`src/rtl/isrt_pkg.sv`:
```
// isrt_pkg: shared types and fixed constants of the insertion sorter
// no dependencies; imported by every module of the block

package isrt_pkg;

  // fixed widths of the port fields
  localparam int unsigned IN_W      = 16;
  localparam int unsigned OUT_W     = 16;
  localparam int unsigned SHIFT_W   = 9;
  localparam logic [SHIFT_W-1:0] SHIFT_MAX = '1;

  // request queue between front and back
  localparam int unsigned QUEUE_DEPTH = 4;
  localparam int unsigned QPTR_W      = $clog2(QUEUE_DEPTH);

  // classification that travels with each queued request
  typedef struct packed {
    logic last;  // request closes the data set
    logic drop;  // store was full, value is not kept
  } item_tag_t;

  localparam int unsigned TAG_W = $bits(item_tag_t);

endpackage

```
`src/rtl/isrt_queue.sv`:
```
// isrt_queue: small fifo that decouples request classification from sorting
// depends on isrt_pkg for depth and pointer width

module isrt_queue
  import isrt_pkg::*;
#(
  parameter int unsigned DATA_W = 18
) (
  input  logic              clk_i,
  input  logic              rst_ni,
  input  logic              push_i,
  input  logic [DATA_W-1:0] data_i,
  output logic              full_o,
  input  logic              pop_i,
  output logic [DATA_W-1:0] data_o,
  output logic              empty_o
);

  logic [DATA_W-1:0] slot_q [QUEUE_DEPTH];
  logic [QPTR_W-1:0] wr_ptr_q, wr_ptr_d;
  logic [QPTR_W-1:0] rd_ptr_q, rd_ptr_d;
  logic [QPTR_W:0]   fill_q, fill_d;

  // status flags
  assign full_o  = (fill_q == (QPTR_W+1)'(QUEUE_DEPTH));
  assign empty_o = (fill_q == '0);
  assign data_o  = slot_q[rd_ptr_q];

  // pointer and fill bookkeeping
  always_comb begin
    wr_ptr_d = wr_ptr_q;
    rd_ptr_d = rd_ptr_q;
    fill_d   = fill_q;
    if (push_i) begin
      wr_ptr_d = wr_ptr_q + 1'b1;
    end
    if (pop_i) begin
      rd_ptr_d = rd_ptr_q + 1'b1;
    end
    if (push_i && !pop_i) begin
      fill_d = fill_q + 1'b1;
    end else if (pop_i && !push_i) begin
      fill_d = fill_q - 1'b1;
    end
  end

  always_ff @(posedge clk_i or negedge rst_ni) begin
    if (!rst_ni) begin
      wr_ptr_q <= '0;
      rd_ptr_q <= '0;
      fill_q   <= '0;
    end else begin
      wr_ptr_q <= wr_ptr_d;
      rd_ptr_q <= rd_ptr_d;
      fill_q   <= fill_d;
    end
  end

  // storage slots, no reset needed
  always_ff @(posedge clk_i) begin
    if (push_i) begin
      slot_q[wr_ptr_q] <= data_i;
    end
  end

endmodule

```
`src/rtl/isrt_front.sv`:
```
// isrt_front: accepts requests, wraps the value and tags store overflow and set end
// depends on isrt_pkg; feeds isrt_queue

module isrt_front
  import isrt_pkg::*;
#(
  parameter int unsigned MAX_ITEMS   = 32,
  parameter int unsigned VALUE_WIDTH = 16
) (
  input  logic                          clk_i,
  input  logic                          rst_ni,
  input  logic                          in_valid_i,
  output logic                          in_ready_o,
  input  logic signed [IN_W-1:0]        value_i,
  input  logic                          last_i,
  input  logic                          q_full_i,
  output logic                          q_push_o,
  output logic signed [VALUE_WIDTH-1:0] q_value_o,
  output item_tag_t                     q_tag_o
);

  localparam int unsigned CW = $clog2(MAX_ITEMS + 1);

  logic [CW-1:0] seen_q, seen_d;
  logic          accept;

  assign in_ready_o = !q_full_i;
  assign accept     = in_valid_i && in_ready_o;
  assign q_push_o   = accept;

  // wrap to the storage width (sign-extends or truncates)
  assign q_value_o = VALUE_WIDTH'(value_i);

  // classify against the number of values already kept in this set
  assign q_tag_o.last = last_i;
  assign q_tag_o.drop = (seen_q == CW'(MAX_ITEMS));

  always_comb begin
    seen_d = seen_q;
    if (accept) begin
      if (last_i) begin
        seen_d = '0;
      end else if (!q_tag_o.drop) begin
        seen_d = seen_q + 1'b1;
      end
    end
  end

  always_ff @(posedge clk_i or negedge rst_ni) begin
    if (!rst_ni) begin
      seen_q <= '0;
    end else begin
      seen_q <= seen_d;
    end
  end

endmodule

```
`src/rtl/isrt_back.sv`:
```
// isrt_back: inserts each queued value into the sorted store and emits the set
// depends on isrt_pkg; memory for the store lives here

module isrt_back
  import isrt_pkg::*;
#(
  parameter int unsigned MAX_ITEMS   = 32,
  parameter int unsigned VALUE_WIDTH = 16
) (
  input  logic                          clk_i,
  input  logic                          rst_ni,
  input  logic                          q_empty_i,
  input  logic signed [VALUE_WIDTH-1:0] q_value_i,
  input  item_tag_t                     q_tag_i,
  output logic                          q_pop_o,
  output logic                          out_valid_o,
  input  logic                          out_ready_i,
  output logic signed [OUT_W-1:0]       sorted_value_o,
  output logic                          last_res_o,
  output logic [SHIFT_W-1:0]            shift_count_o,
  output logic                          dropped_o
);

  localparam int unsigned CW = $clog2(MAX_ITEMS + 1);
  localparam int unsigned IW = (MAX_ITEMS > 1) ? $clog2(MAX_ITEMS) : 1;

  typedef enum logic [5:0] {
    ST_IDLE      = 6'b000001,
    ST_LOOK      = 6'b000010,
    ST_CMP       = 6'b000100,
    ST_EMIT_RD   = 6'b001000,
    ST_EMIT_LD   = 6'b010000,
    ST_EMIT_WAIT = 6'b100000
  } back_state_e;

  back_state_e state_q, state_d;

  logic signed [VALUE_WIDTH-1:0] store_mem [MAX_ITEMS];
  logic signed [VALUE_WIDTH-1:0] rd_data_q;
  logic                          mem_we;
  logic [IW-1:0]                 mem_waddr, mem_raddr;
  logic signed [VALUE_WIDTH-1:0] mem_wdata;

  logic signed [VALUE_WIDTH-1:0] key_q, key_d;
  logic [CW-1:0]                 pos_q, pos_d, pos_m1, pos_m2;
  logic [CW-1:0]                 cnt_q, cnt_d, cnt_p1;
  logic [CW-1:0]                 idx_q, idx_d, idx_p1;
  logic [SHIFT_W-1:0]            shift_q, shift_d;
  logic                          ovf_q, ovf_d;
  logic                          set_end_q, set_end_d;

  logic                          out_valid_q, out_valid_d;
  logic signed [OUT_W-1:0]       out_value_q, out_value_d;
  logic                          out_last_q, out_last_d;
  logic [SHIFT_W-1:0]            out_shift_q, out_shift_d;
  logic                          out_drop_q, out_drop_d;

  assign pos_m1 = pos_q - CW'(1);
  assign pos_m2 = pos_q - CW'(2);
  assign cnt_p1 = cnt_q + CW'(1);
  assign idx_p1 = idx_q + CW'(1);

  assign out_valid_o    = out_valid_q;
  assign sorted_value_o = out_value_q;
  assign last_res_o     = out_last_q;
  assign shift_count_o  = out_shift_q;
  assign dropped_o      = out_drop_q;

  // insertion walk and emit sequencer
  always_comb begin
    state_d     = state_q;
    key_d       = key_q;
    pos_d       = pos_q;
    cnt_d       = cnt_q;
    idx_d       = idx_q;
    shift_d     = shift_q;
    ovf_d       = ovf_q;
    set_end_d   = set_end_q;
    out_valid_d = out_valid_q;
    out_value_d = out_value_q;
    out_last_d  = out_last_q;
    out_shift_d = out_shift_q;
    out_drop_d  = out_drop_q;
    q_pop_o     = 1'b0;
    mem_we      = 1'b0;
    mem_waddr   = pos_q[IW-1:0];
    mem_wdata   = key_q;
    mem_raddr   = pos_m1[IW-1:0];

    case (state_q)
      // take the next request from the queue
      ST_IDLE: begin
        if (!q_empty_i) begin
          q_pop_o = 1'b1;
          if (q_tag_i.drop) begin
            ovf_d = 1'b1;
            if (q_tag_i.last) begin
              idx_d   = '0;
              state_d = ST_EMIT_RD;
            end
          end else begin
            key_d     = q_value_i;
            pos_d     = cnt_q;
            set_end_d = q_tag_i.last;
            state_d   = ST_LOOK;
          end
        end
      end

      // slot zero reached or start reading the left neighbor
      ST_LOOK: begin
        if (pos_q == '0) begin
          mem_we = 1'b1;
          cnt_d  = cnt_p1;
          if (set_end_q) begin
            idx_d   = '0;
            state_d = ST_EMIT_RD;
          end else begin
            state_d = ST_IDLE;
          end
        end else begin
          mem_raddr = pos_m1[IW-1:0];
          state_d   = ST_CMP;
        end
      end

      // neighbor larger: move it up and read the next one, else drop the key in
      ST_CMP: begin
        mem_we = 1'b1;
        if (rd_data_q > key_q) begin
          mem_wdata = rd_data_q;
          pos_d     = pos_m1;
          if (shift_q != SHIFT_MAX) begin
            shift_d = shift_q + 1'b1;
          end
          if (pos_q == CW'(1)) begin
            state_d = ST_LOOK;
          end else begin
            mem_raddr = pos_m2[IW-1:0];
          end
        end else begin
          cnt_d = cnt_p1;
          if (set_end_q) begin
            idx_d   = '0;
            state_d = ST_EMIT_RD;
          end else begin
            state_d = ST_IDLE;
          end
        end
      end

      // read the next sorted entry
      ST_EMIT_RD: begin
        mem_raddr = idx_q[IW-1:0];
        state_d   = ST_EMIT_LD;
      end

      // load the output register
      ST_EMIT_LD: begin
        out_valid_d = 1'b1;
        out_value_d = OUT_W'(rd_data_q);
        out_last_d  = (idx_p1 == cnt_q);
        out_shift_d = (idx_p1 == cnt_q) ? shift_q : '0;
        out_drop_d  = (idx_p1 == cnt_q) && ovf_q;
        state_d     = ST_EMIT_WAIT;
      end

      // wait for the result to be taken
      ST_EMIT_WAIT: begin
        if (out_ready_i) begin
          out_valid_d = 1'b0;
          if (out_last_q) begin
            cnt_d   = '0;
            shift_d = '0;
            ovf_d   = 1'b0;
            state_d = ST_IDLE;
          end else begin
            idx_d   = idx_p1;
            state_d = ST_EMIT_RD;
          end
        end
      end

      default: begin
        state_d = ST_IDLE;
      end
    endcase
  end

  // control registers
  always_ff @(posedge clk_i or negedge rst_ni) begin
    if (!rst_ni) begin
      state_q     <= ST_IDLE;
      cnt_q       <= '0;
      shift_q     <= '0;
      ovf_q       <= 1'b0;
      out_valid_q <= 1'b0;
      set_end_q   <= 1'b0;
      pos_q       <= '0;
      idx_q       <= '0;
    end else begin
      state_q     <= state_d;
      cnt_q       <= cnt_d;
      shift_q     <= shift_d;
      ovf_q       <= ovf_d;
      out_valid_q <= out_valid_d;
      set_end_q   <= set_end_d;
      pos_q       <= pos_d;
      idx_q       <= idx_d;
    end
  end

  // payload registers
  always_ff @(posedge clk_i) begin
    key_q       <= key_d;
    out_value_q <= out_value_d;
    out_last_q  <= out_last_d;
    out_shift_q <= out_shift_d;
    out_drop_q  <= out_drop_d;
  end

  // value store: one write and one registered read per cycle
  always_ff @(posedge clk_i) begin
    if (mem_we) begin
      store_mem[mem_waddr] <= mem_wdata;
    end
    rd_data_q <= store_mem[mem_raddr];
  end

endmodule

```
`src/rtl/insertion_sorter.sv`:
```
// insertion_sorter: top level, front classifier, request queue and sorting back end
// depends on isrt_pkg, isrt_front, isrt_queue, isrt_back
//
//   channel | direction | handshake                 | payload
//   input   | in        | in_valid_i / in_ready_o   | value_i, last_i
//   output  | out       | out_valid_o / out_ready_i | sorted_value_o, last_res_o,
//           |           |                           | shift_count_o, dropped_o
//
// each request is inserted into the sorted store as it arrives: each larger stored value
// moves up one slot in turn until a value no larger or slot zero is found, then the value
// is written in; the walk uses the one write port and one registered read port of the store
// a 4-entry queue takes requests while the back end is busy; in_ready_o drops when it fills
// on a request marked last, the results follow in ascending order, each held until taken
// reset is asynchronous and clears all control state; the store needs no clearing

module insertion_sorter
  import isrt_pkg::*;
#(
  parameter int unsigned MAX_ITEMS   = 32,
  parameter int unsigned VALUE_WIDTH = 16
) (
  input  logic                    clk_i,
  input  logic                    rst_ni,
  input  logic                    in_valid_i,
  output logic                    in_ready_o,
  input  logic signed [IN_W-1:0]  value_i,
  input  logic                    last_i,
  output logic                    out_valid_o,
  input  logic                    out_ready_i,
  output logic signed [OUT_W-1:0] sorted_value_o,
  output logic                    last_res_o,
  output logic [SHIFT_W-1:0]      shift_count_o,
  output logic                    dropped_o
);

  localparam int unsigned QW = VALUE_WIDTH + TAG_W;

  logic                          q_push, q_pop, q_full, q_empty;
  logic signed [VALUE_WIDTH-1:0] push_value, pop_value;
  item_tag_t                     push_tag, pop_tag;
  logic [QW-1:0]                 pop_data;

  // request classification
  isrt_front #(
    .MAX_ITEMS  (MAX_ITEMS),
    .VALUE_WIDTH(VALUE_WIDTH)
  ) u_front (
    .clk_i     (clk_i),
    .rst_ni    (rst_ni),
    .in_valid_i(in_valid_i),
    .in_ready_o(in_ready_o),
    .value_i   (value_i),
    .last_i    (last_i),
    .q_full_i  (q_full),
    .q_push_o  (q_push),
    .q_value_o (push_value),
    .q_tag_o   (push_tag)
  );

  // queue between front and back
  isrt_queue #(
    .DATA_W(QW)
  ) u_queue (
    .clk_i  (clk_i),
    .rst_ni (rst_ni),
    .push_i (q_push),
    .data_i ({push_tag, push_value}),
    .full_o (q_full),
    .pop_i  (q_pop),
    .data_o (pop_data),
    .empty_o(q_empty)
  );

  assign pop_tag   = pop_data[QW-1 -: TAG_W];
  assign pop_value = pop_data[VALUE_WIDTH-1:0];

  // insertion and output
  isrt_back #(
    .MAX_ITEMS  (MAX_ITEMS),
    .VALUE_WIDTH(VALUE_WIDTH)
  ) u_back (
    .clk_i         (clk_i),
    .rst_ni        (rst_ni),
    .q_empty_i     (q_empty),
    .q_value_i     (pop_value),
    .q_tag_i       (pop_tag),
    .q_pop_o       (q_pop),
    .out_valid_o   (out_valid_o),
    .out_ready_i   (out_ready_i),
    .sorted_value_o(sorted_value_o),
    .last_res_o    (last_res_o),
    .shift_count_o (shift_count_o),
    .dropped_o     (dropped_o)
  );

`ifndef NO_ASSERTIONS
  // no new request is drawn from the queue while a result is on offer
  a_no_pop_while_emit: assert property (@(posedge clk_i) disable iff (!rst_ni)
    out_valid_o |-> !q_pop)
    else $error("queue popped while a result is pending");

  // shift total appears only on the final result of a set
  a_shift_on_last: assert property (@(posedge clk_i) disable iff (!rst_ni)
    (out_valid_o && !last_res_o) |-> (shift_count_o == '0))
    else $error("shift count on a non-final result");

  // overflow flag appears only on the final result of a set
  a_drop_on_last: assert property (@(posedge clk_i) disable iff (!rst_ni)
    (out_valid_o && dropped_o) |-> last_res_o)
    else $error("dropped flag on a non-final result");
`endif

endmodule

```
`config.mk`:
```
export PLATFORM = sky130hd
export DESIGN_NAME = insertion_sorter
export DESIGN_NICKNAME = d
export VERILOG_FILES = /design/src/rtl/isrt_pkg.sv /design/src/rtl/isrt_queue.sv /design/src/rtl/isrt_front.sv /design/src/rtl/isrt_back.sv /design/src/rtl/insertion_sorter.sv
export SDC_FILE = /design/constraint.sdc
export NUM_CORES = 1
export LEC_CHECK = 0
export BUFFER_PORTS_ARGS = -buffer_cell sky130_fd_sc_hd__buf_2
export CAP_MARGIN = 15
export CORE_UTILIZATION = 54
export CTS_BUF_LIST = sky130_fd_sc_hd__clkbuf_8
export DETAILED_ROUTE_END_ITERATION = 16
export HOLD_SLACK_MARGIN = 0.12
export PLACE_DENSITY = 0.79
export SYNTH_ARGS = -nofsm -noshare
export SYNTH_HDL_FRONTEND = slang
export SYNTH_SLANG_ARGS = --single-unit
export TNS_END_PERCENT = 1
```
`constraint.sdc`:
```
create_clock -name clk_i -period 9.5 [get_ports clk_i]
set_clock_uncertainty 0.15 [all_clocks]
set_input_delay 0.95 -clock clk_i [delete_from_list [all_inputs] [get_ports clk_i]]
set_output_delay 0.95 -clock clk_i [all_outputs]
set_load 0.02 [all_outputs]
```
* Yosys cells after proc, flatten, opt, wreduce, memory -nomap -nowiden
Memories as Yosys holds them, arrays and structs flattened. A register that Yosys moved wholly into a read port is not among the register bits.
Cells that the tools add are included.
** Word-level totals
- Input port bits :: 21
- Bits in registers :: 92
- Memories :: 2
- Memory bits (writable) :: 584
- Word-level logic and storage cells :: 139
** Cells by class
- Order comparisons :: 1
- Multiplexer cells :: 57
- Add/sub/neg operators :: 10
- Reduce and logical (&&, ||, !) cells :: 25
- Equality and inequality tests :: 25
- Bitwise operators :: 2
** Memories
- u_back.store_mem :: depth 32, bits a word 16, rd ports 1, clocked after memory_dff 1, wr ports 1, line isrt_back.sv:38 : logic signed [VALUE_WIDTH-1:0] store_mem [MAX_ITEMS];
- u_queue.slot_q :: depth 4, bits a word 18, rd ports 1, clocked after memory_dff 0, wr ports 1, line isrt_queue.sv:19 : logic [DATA_W-1:0] slot_q [QUEUE_DEPTH];
** Operators by type and width (number)
- two-way mux 6 bit :: 23
- two-way mux 9 bit :: 4
- case mux 6 bit (6 select lines) :: 1
- two-way mux 16 bit :: 2
- case mux 6 bit (4 select lines) :: 1
- adder 6 x 1 -> 6 bit (second input constant) :: 3
- case mux 6 bit (3 select lines) :: 1
- case mux 9 bit (2 select lines) :: 1
- greater-than comparator 16 bit :: 1
- inequality test 2 bit (second input constant) :: 8
- AND reduction 5 bit :: 3
- == test 6 x 1 -> 1 bit (second input constant) :: 2
- == test 6 bit (second input constant) :: 2
- two-way mux 1 bit :: 12
- two-way mux 4 bit :: 3
- case mux 6 bit (2 select lines) :: 1
- two-way mux 5 bit :: 2
- case mux 5 bit (2 select lines) :: 1
- nonzero test 2 bit :: 5
- adder 9 x 1 -> 9 bit (second input constant) :: 1
- inequality test 9 bit (second input constant) :: 1
- inequality test 2 x 1 -> 1 bit (second input constant) :: 4
- AND reduction 4 bit :: 2
- AND reduction 8 bit :: 1
- 23 further kinds :: 35

* Depth between registers and ports, before layout
- Depth after elaboration :: 7
- Gate-level depth with buffers :: 17

* Modules after synthesis
A second synthesis with hierarchy kept.
** Unflattened totals
- Cells, all modules :: 2025
- Area total of the unflattened synthesis :: 28195.8 µm²
** By module, submodules not included
- isrt_back :: times used 1, area an instance 24669.9 µm², seq. area each 17888.4 µm², cells each 1835
- isrt_queue :: times used 1, area an instance 2992.9 µm², seq. area each 2337.2 µm², cells each 128
- isrt_front :: times used 1, area an instance 533.0 µm², seq. area each 150.1 µm², cells each 62

* Worst setup path after synthesis
Ideal clock, no wire load.
- Path type :: reg2reg
- Start :: register u_back.key_q[15]
- End :: memory u_back.store_mem[0][15], data pin
- Arrival :: 3.368 ns
- Data required time :: 8.896 ns
- Path slack :: 5.528 ns
- Path buffers :: 2
- Cell stages (with the launch flop) :: 11
- Period minus slack after synthesis :: 3.972 ns
- Library setup time :: 0.454 ns
- Cell sequence :: edfxtp_1 inv_1 ha_1 nand4_1 nor4_2 o21ai_1 a31o_2 and4_1 clkbuf_1 clkbuf_1 o21ai_0
** On the way
- Word-level cells in the longest chain between the ends :: 3
** Ends and longest elaborated chain
- start, declared :: line isrt_back.sv:44 : logic signed [VALUE_WIDTH-1:0] key_q, key_d;
- start signal, assigned :: line isrt_back.sv:215 : key_q <= key_d;
- greater-than comparator 16 bit :: line isrt_back.sv:130 : if (rd_data_q > key_q) begin
- two-way mux 16 bit :: line isrt_back.sv:130
- two-way mux 16 bit (*) :: line isrt_back.sv:90 : case (state_q)
- net u_back.mem_wdata[15] :: line isrt_back.sv:42 : logic signed [VALUE_WIDTH-1:0] mem_wdata;
- end, declared :: line isrt_back.sv:38
The timed path passes the listed nets; every way through them passes the cells marked *.

* Worst setup path after layout
- Start :: register u_back.rd_data_q[15], read port of u_back.store_mem
- End :: register u_back.rd_data_q[2], read port of u_back.store_mem
** On the way
- Word-level cells in the longest chain between the ends :: 3
** Ends and longest elaborated chain
- start, declared :: line isrt_back.sv:39 : logic signed [VALUE_WIDTH-1:0] rd_data_q;
- greater-than comparator 16 bit :: line isrt_back.sv:130
- two-way mux 5 bit :: line isrt_back.sv:130
- case mux 5 bit (2 select lines) :: line isrt_back.sv:90
Every way passes these cells.
A chain may end at the register's enable or synchronous reset.

==> results.ini <==
[outcome]
status=complete, no violations

[floorplanning]
die_area_um2=53800
initial_core_util_pct=55.1
die_x_um=232
row_count=83
coreArea_um2=51800
boundaryPins=50
dieHeight_um=232

[yosys]
synth_cell_types=70
synth_edf_count=627
synth_seq_cells=692
synthCells=1966
ys_async_sr_fraction_pct=7.08
syn_area_um2=28600
yosys_warnings=0
ys.flop_type=edfxtp_1
syn_area_per_cell_um2=14.5
syn-num-nets=2022
seq_area_frac_synth_pct=71.3

[clock_network]
cts_tree=built
cts_buffers=103
cts-resized-gates=0
post_cts_buffers=0
clk_pin_slew_ns=0.06
cts_sinks=692
clockBufferDepth=3
clk_latency_ns=0.71
cts-root-buf=clkbuf_8
htreeDepth=3

[critical_path]
critical_path_class=reg2reg
cp-end-kind=flip-flop
worstSetupStartpointType=flip-flop
worstPathRequired_ns=9.83
reg2reg_depth=12
cpPeakStageDelay_ns=0.87
r2r_start=u_back.rd_data_q[15]
rrSetupSlack_ns=3.80
worst-path-max-fanout=31
rr_endpoint=u_back.rd_data_q[2]
cp.arrival_ns=6.02
crit_chain=ha_1 -> nand4_1 -> nor4_2 -> o21ai_1 -> and4_1 -> nor4_1 -> o31a_2 -> buf_4 -> buf_4 -> mux2i_1 -> o22ai_1 -> nor4_1
critPathSlowestCell=nor4_1

[final_layout]
fill_cells=3626
regArea_um2=20400
drive_above_1_share_pct=14.5
layout.nets=2125
syn2layout_area_growth_pct=11.2
multiInputGateArea_um2=7460
utilization_pct=61.3

[sta]
fin_ws_ns=3.80
rsz0062_at_grt=no
worst_pin_slew_ns=1.19
hold_viol_final=0
timing.hold.ws_ns=0.309
fmax_ghz=0.176
setup_tns_ns=0
finalMaxSlewViolations=0
fin_crit_sh_pct=60.0
layout_min_cycle_time_ns=5.70
setup_viol=0
slew_headroom_pct=20.9

[pwr]
p_sw_share_pct=38.0
p_int_mw=6.33
total_power_mw=10.2
pwr-share-clk_pct=22.7
p_comb_share_pct=37.0
p_sw_mw=3.89
power_density_nw_per_um2=322
max-vdd-ir-drop_uv=346
leakagePower_nw=11.5
seq_power_share_pct=40.3

[detailed_routing]
wl_per_cell_um=23.7
drt_iter0_markers=2482
finalWirelength_mm=67.1
post-route-drc-count=0
vias=17622
ant_nets=0
via_per_inst=6.22
dr.pass1.iters=6

[place]
dp_hpwl_mm=39.6
portBuffers=49
routabilityCongestion=0.841
dp_slack_ns=4.02

[hold_path]
hold_depth=1
hold_start=value_i[12]
hold_path_class=in2reg
hold_end=u_queue.slot_q[1][12]

[global_route]
grt_pass1_wl_mm=101
grt_remaining_overflow=0
grt_max_degree=164
grt_pass1_vias=17579
grt_use_total_pct=25.0
antenna_found_initial=2

[job]
drv_cap=0

worst max-delay path by stage:
stage | startpoint | to | slack [ns] | depth (start not counted)
CTS | u_back.rd_data_q[15] | u_back.rd_data_q[2] | 3.97 | 12
global route | u_back.rd_data_q[15] | u_back.rd_data_q[3] | 3.62 | 12
floorplan | u_back.key_q[15] | u_back.store_mem[0][15] | 5.53 | 10
detailed placement | u_back.rd_data_q[15] | u_back.rd_data_q[11] | 4.02 | 12
global placement | u_back.rd_data_q[15] | u_back.rd_data_q[11] | 4.19 | 12
finish | u_back.rd_data_q[15] | u_back.rd_data_q[2] | 3.80 | 12
layer usage:
layer	track usage (%)	routed length [µm]	share of wire [%]
met1	33.1	25600	38
met2	38.6	31300	47
met3	7.13	7760	12
met4	11.1	2380	3.5
met5	0	14	0.021
Yosys cell counts, types with 10 or more instances:
| library cell | n | area share, % |
|---|---|---|
| nand4_1 | 28 | 0.61 |
| dfrtp_1 | 48 | 4.2 |
| edfxtp_1 | 627 | 66 |
| nor3_1 | 13 | 0.23 |
| dfxtp_1 | 16 | 1.1 |
| o22ai_1 | 11 | 0.24 |
| and2_1 | 15 | 0.33 |
| buf_2 | 36 | 0.63 |
| a211oi_1 | 46 | 1.2 |
| inv_1 | 73 | 0.96 |
| buf_4 | 17 | 0.45 |
| a21oi_1 | 20 | 0.35 |
| mux2i_1 | 162 | 5.7 |
| xnor2_1 | 11 | 0.34 |
| ha_1 | 34 | 1.5 |
| xor2_1 | 10 | 0.31 |
| clkbuf_1 | 52 | 0.68 |
| mux4_2 | 18 | 1.4 |
| a2111oi_0 | 44 | 1.3 |
| nand2_1 | 295 | 3.9 |
| a311oi_1 | 32 | 0.98 |
| and3_1 | 17 | 0.37 |
| o21ai_0 | 58 | 1.0 |
| nand3_1 | 82 | 1.4 |
| nor4_1 | 12 | 0.26 |
| nor2_1 | 76 | 1.0 |
| a32oi_1 | 14 | 0.43 |
area by class of cell:
type,count,share of cell area (%)
Antenna cell,1,0.00788
Multi-Input combinational cell,1090,23.5
Timing Repair Buffer,109,2.51
Sequential cell,692,64.2
Inverter,73,0.863
Clock inverter,77,1.39
Tap cell,680,2.68
Clock buffer,113,4.90
critical path, delay by kind of cell (launching register included):
family          cells  cell delay (ns)
compound gates      3             0.56
buf+inv             2             1.08
fa+ha+maj           1             0.44
flops               1             0.38
mux                 1             0.34
simple gates        5             2.46
power by group through the flow:
stage / Clock, mW / Combinational, mW / Sequential [mW]
floorplan: 0 / 2.54 / 4.12
global placement: 0 / 3.52 / 4.16
detailed placement: 0 / 3.62 / 4.18
CTS: 2.35 / 3.65 / 4.12
global route: 2.48 / 4.04 / 4.14
finish: 2.32 / 3.78 / 4.12
cells in the final DEF, fill, tap and decap left out, drive strengths merged, types with 5 or more instances in the layout:
master,Yosys,final
mux4,18,18
dfxtp,16,16
o31ai,6,6
o22ai,11,11
mux2i,162,162
xnor2,11,11
nand4,28,28
nor2,79,79
a311oi,32,32
dfrtp,48,48
ha,34,34
a211oi,49,49
or2,6,6
a2111oi,44,44
nor4,13,13
a32oi,14,14
nand3,82,82
and2,16,16
clkinv,0,39
nor3,13,13
nand2,295,295
o21ai,61,61
edfxtp,627,627
buf,59,108
a31oi,5,5
o2111ai,7,7
inv,73,107
a21oi,20,20
clkbuf,52,113
and3,17,17
mux2,7,7
xor2,10,10
cells by family after synthesis:
group / after synthesis / synth area share, %
flops: 692 / 71.3
simple gates: 567 / 8.86
compound gates: 280 / 7.33
mux: 187 / 7.37
buf+inv: 184 / 2.90
fa+ha+maj: 35 / 1.56
xor+xnor: 21 / 0.644
sequential cells by signal, indices dropped and copies added, names as in the netlist:
| name | count |
|---|---|
| u_back.rd_data_q | 16 |
| u_front.seen_q | 6 |
| u_queue.wr_ptr_q | 2 |
| u_back.idx_q | 6 |
| u_back.key_q | 16 |
| u_back.out_valid_o | 1 |
| u_back.pos_q | 6 |
| u_back.cnt_q | 6 |
| u_back.shift_q | 9 |
| u_back.set_end_q | 1 |
| u_queue.slot_q | 72 |
| u_back.state_q | 6 |
| u_queue.rd_ptr_q | 2 |
| u_back.dropped_o | 1 |
| u_queue.fill_q | 3 |
| u_back.sorted_value_o | 16 |
| u_back.shift_count_o | 9 |
| u_back.last_res_o | 1 |
| u_back.ovf_q | 1 |
| u_back.store_mem | 512 |
timing repair:
action | 4_1_cts | 5_1_grt
endpoints found under the setup margin | 0 | 0
hold buffers | 0 | 1
hold endpoints to repair | 0 | 8
stage by stage:
step	instance area (µm²)	instances
6_report	31800	2835
3_3_place_gp	29600	2634
2_1_floorplan	28600	1966
3_5_place_dp	29600	2634
4_1_cts	31600	2824
5_1_grt	31800	2834
Note: power is estimated with default switching activity, not from simulation.
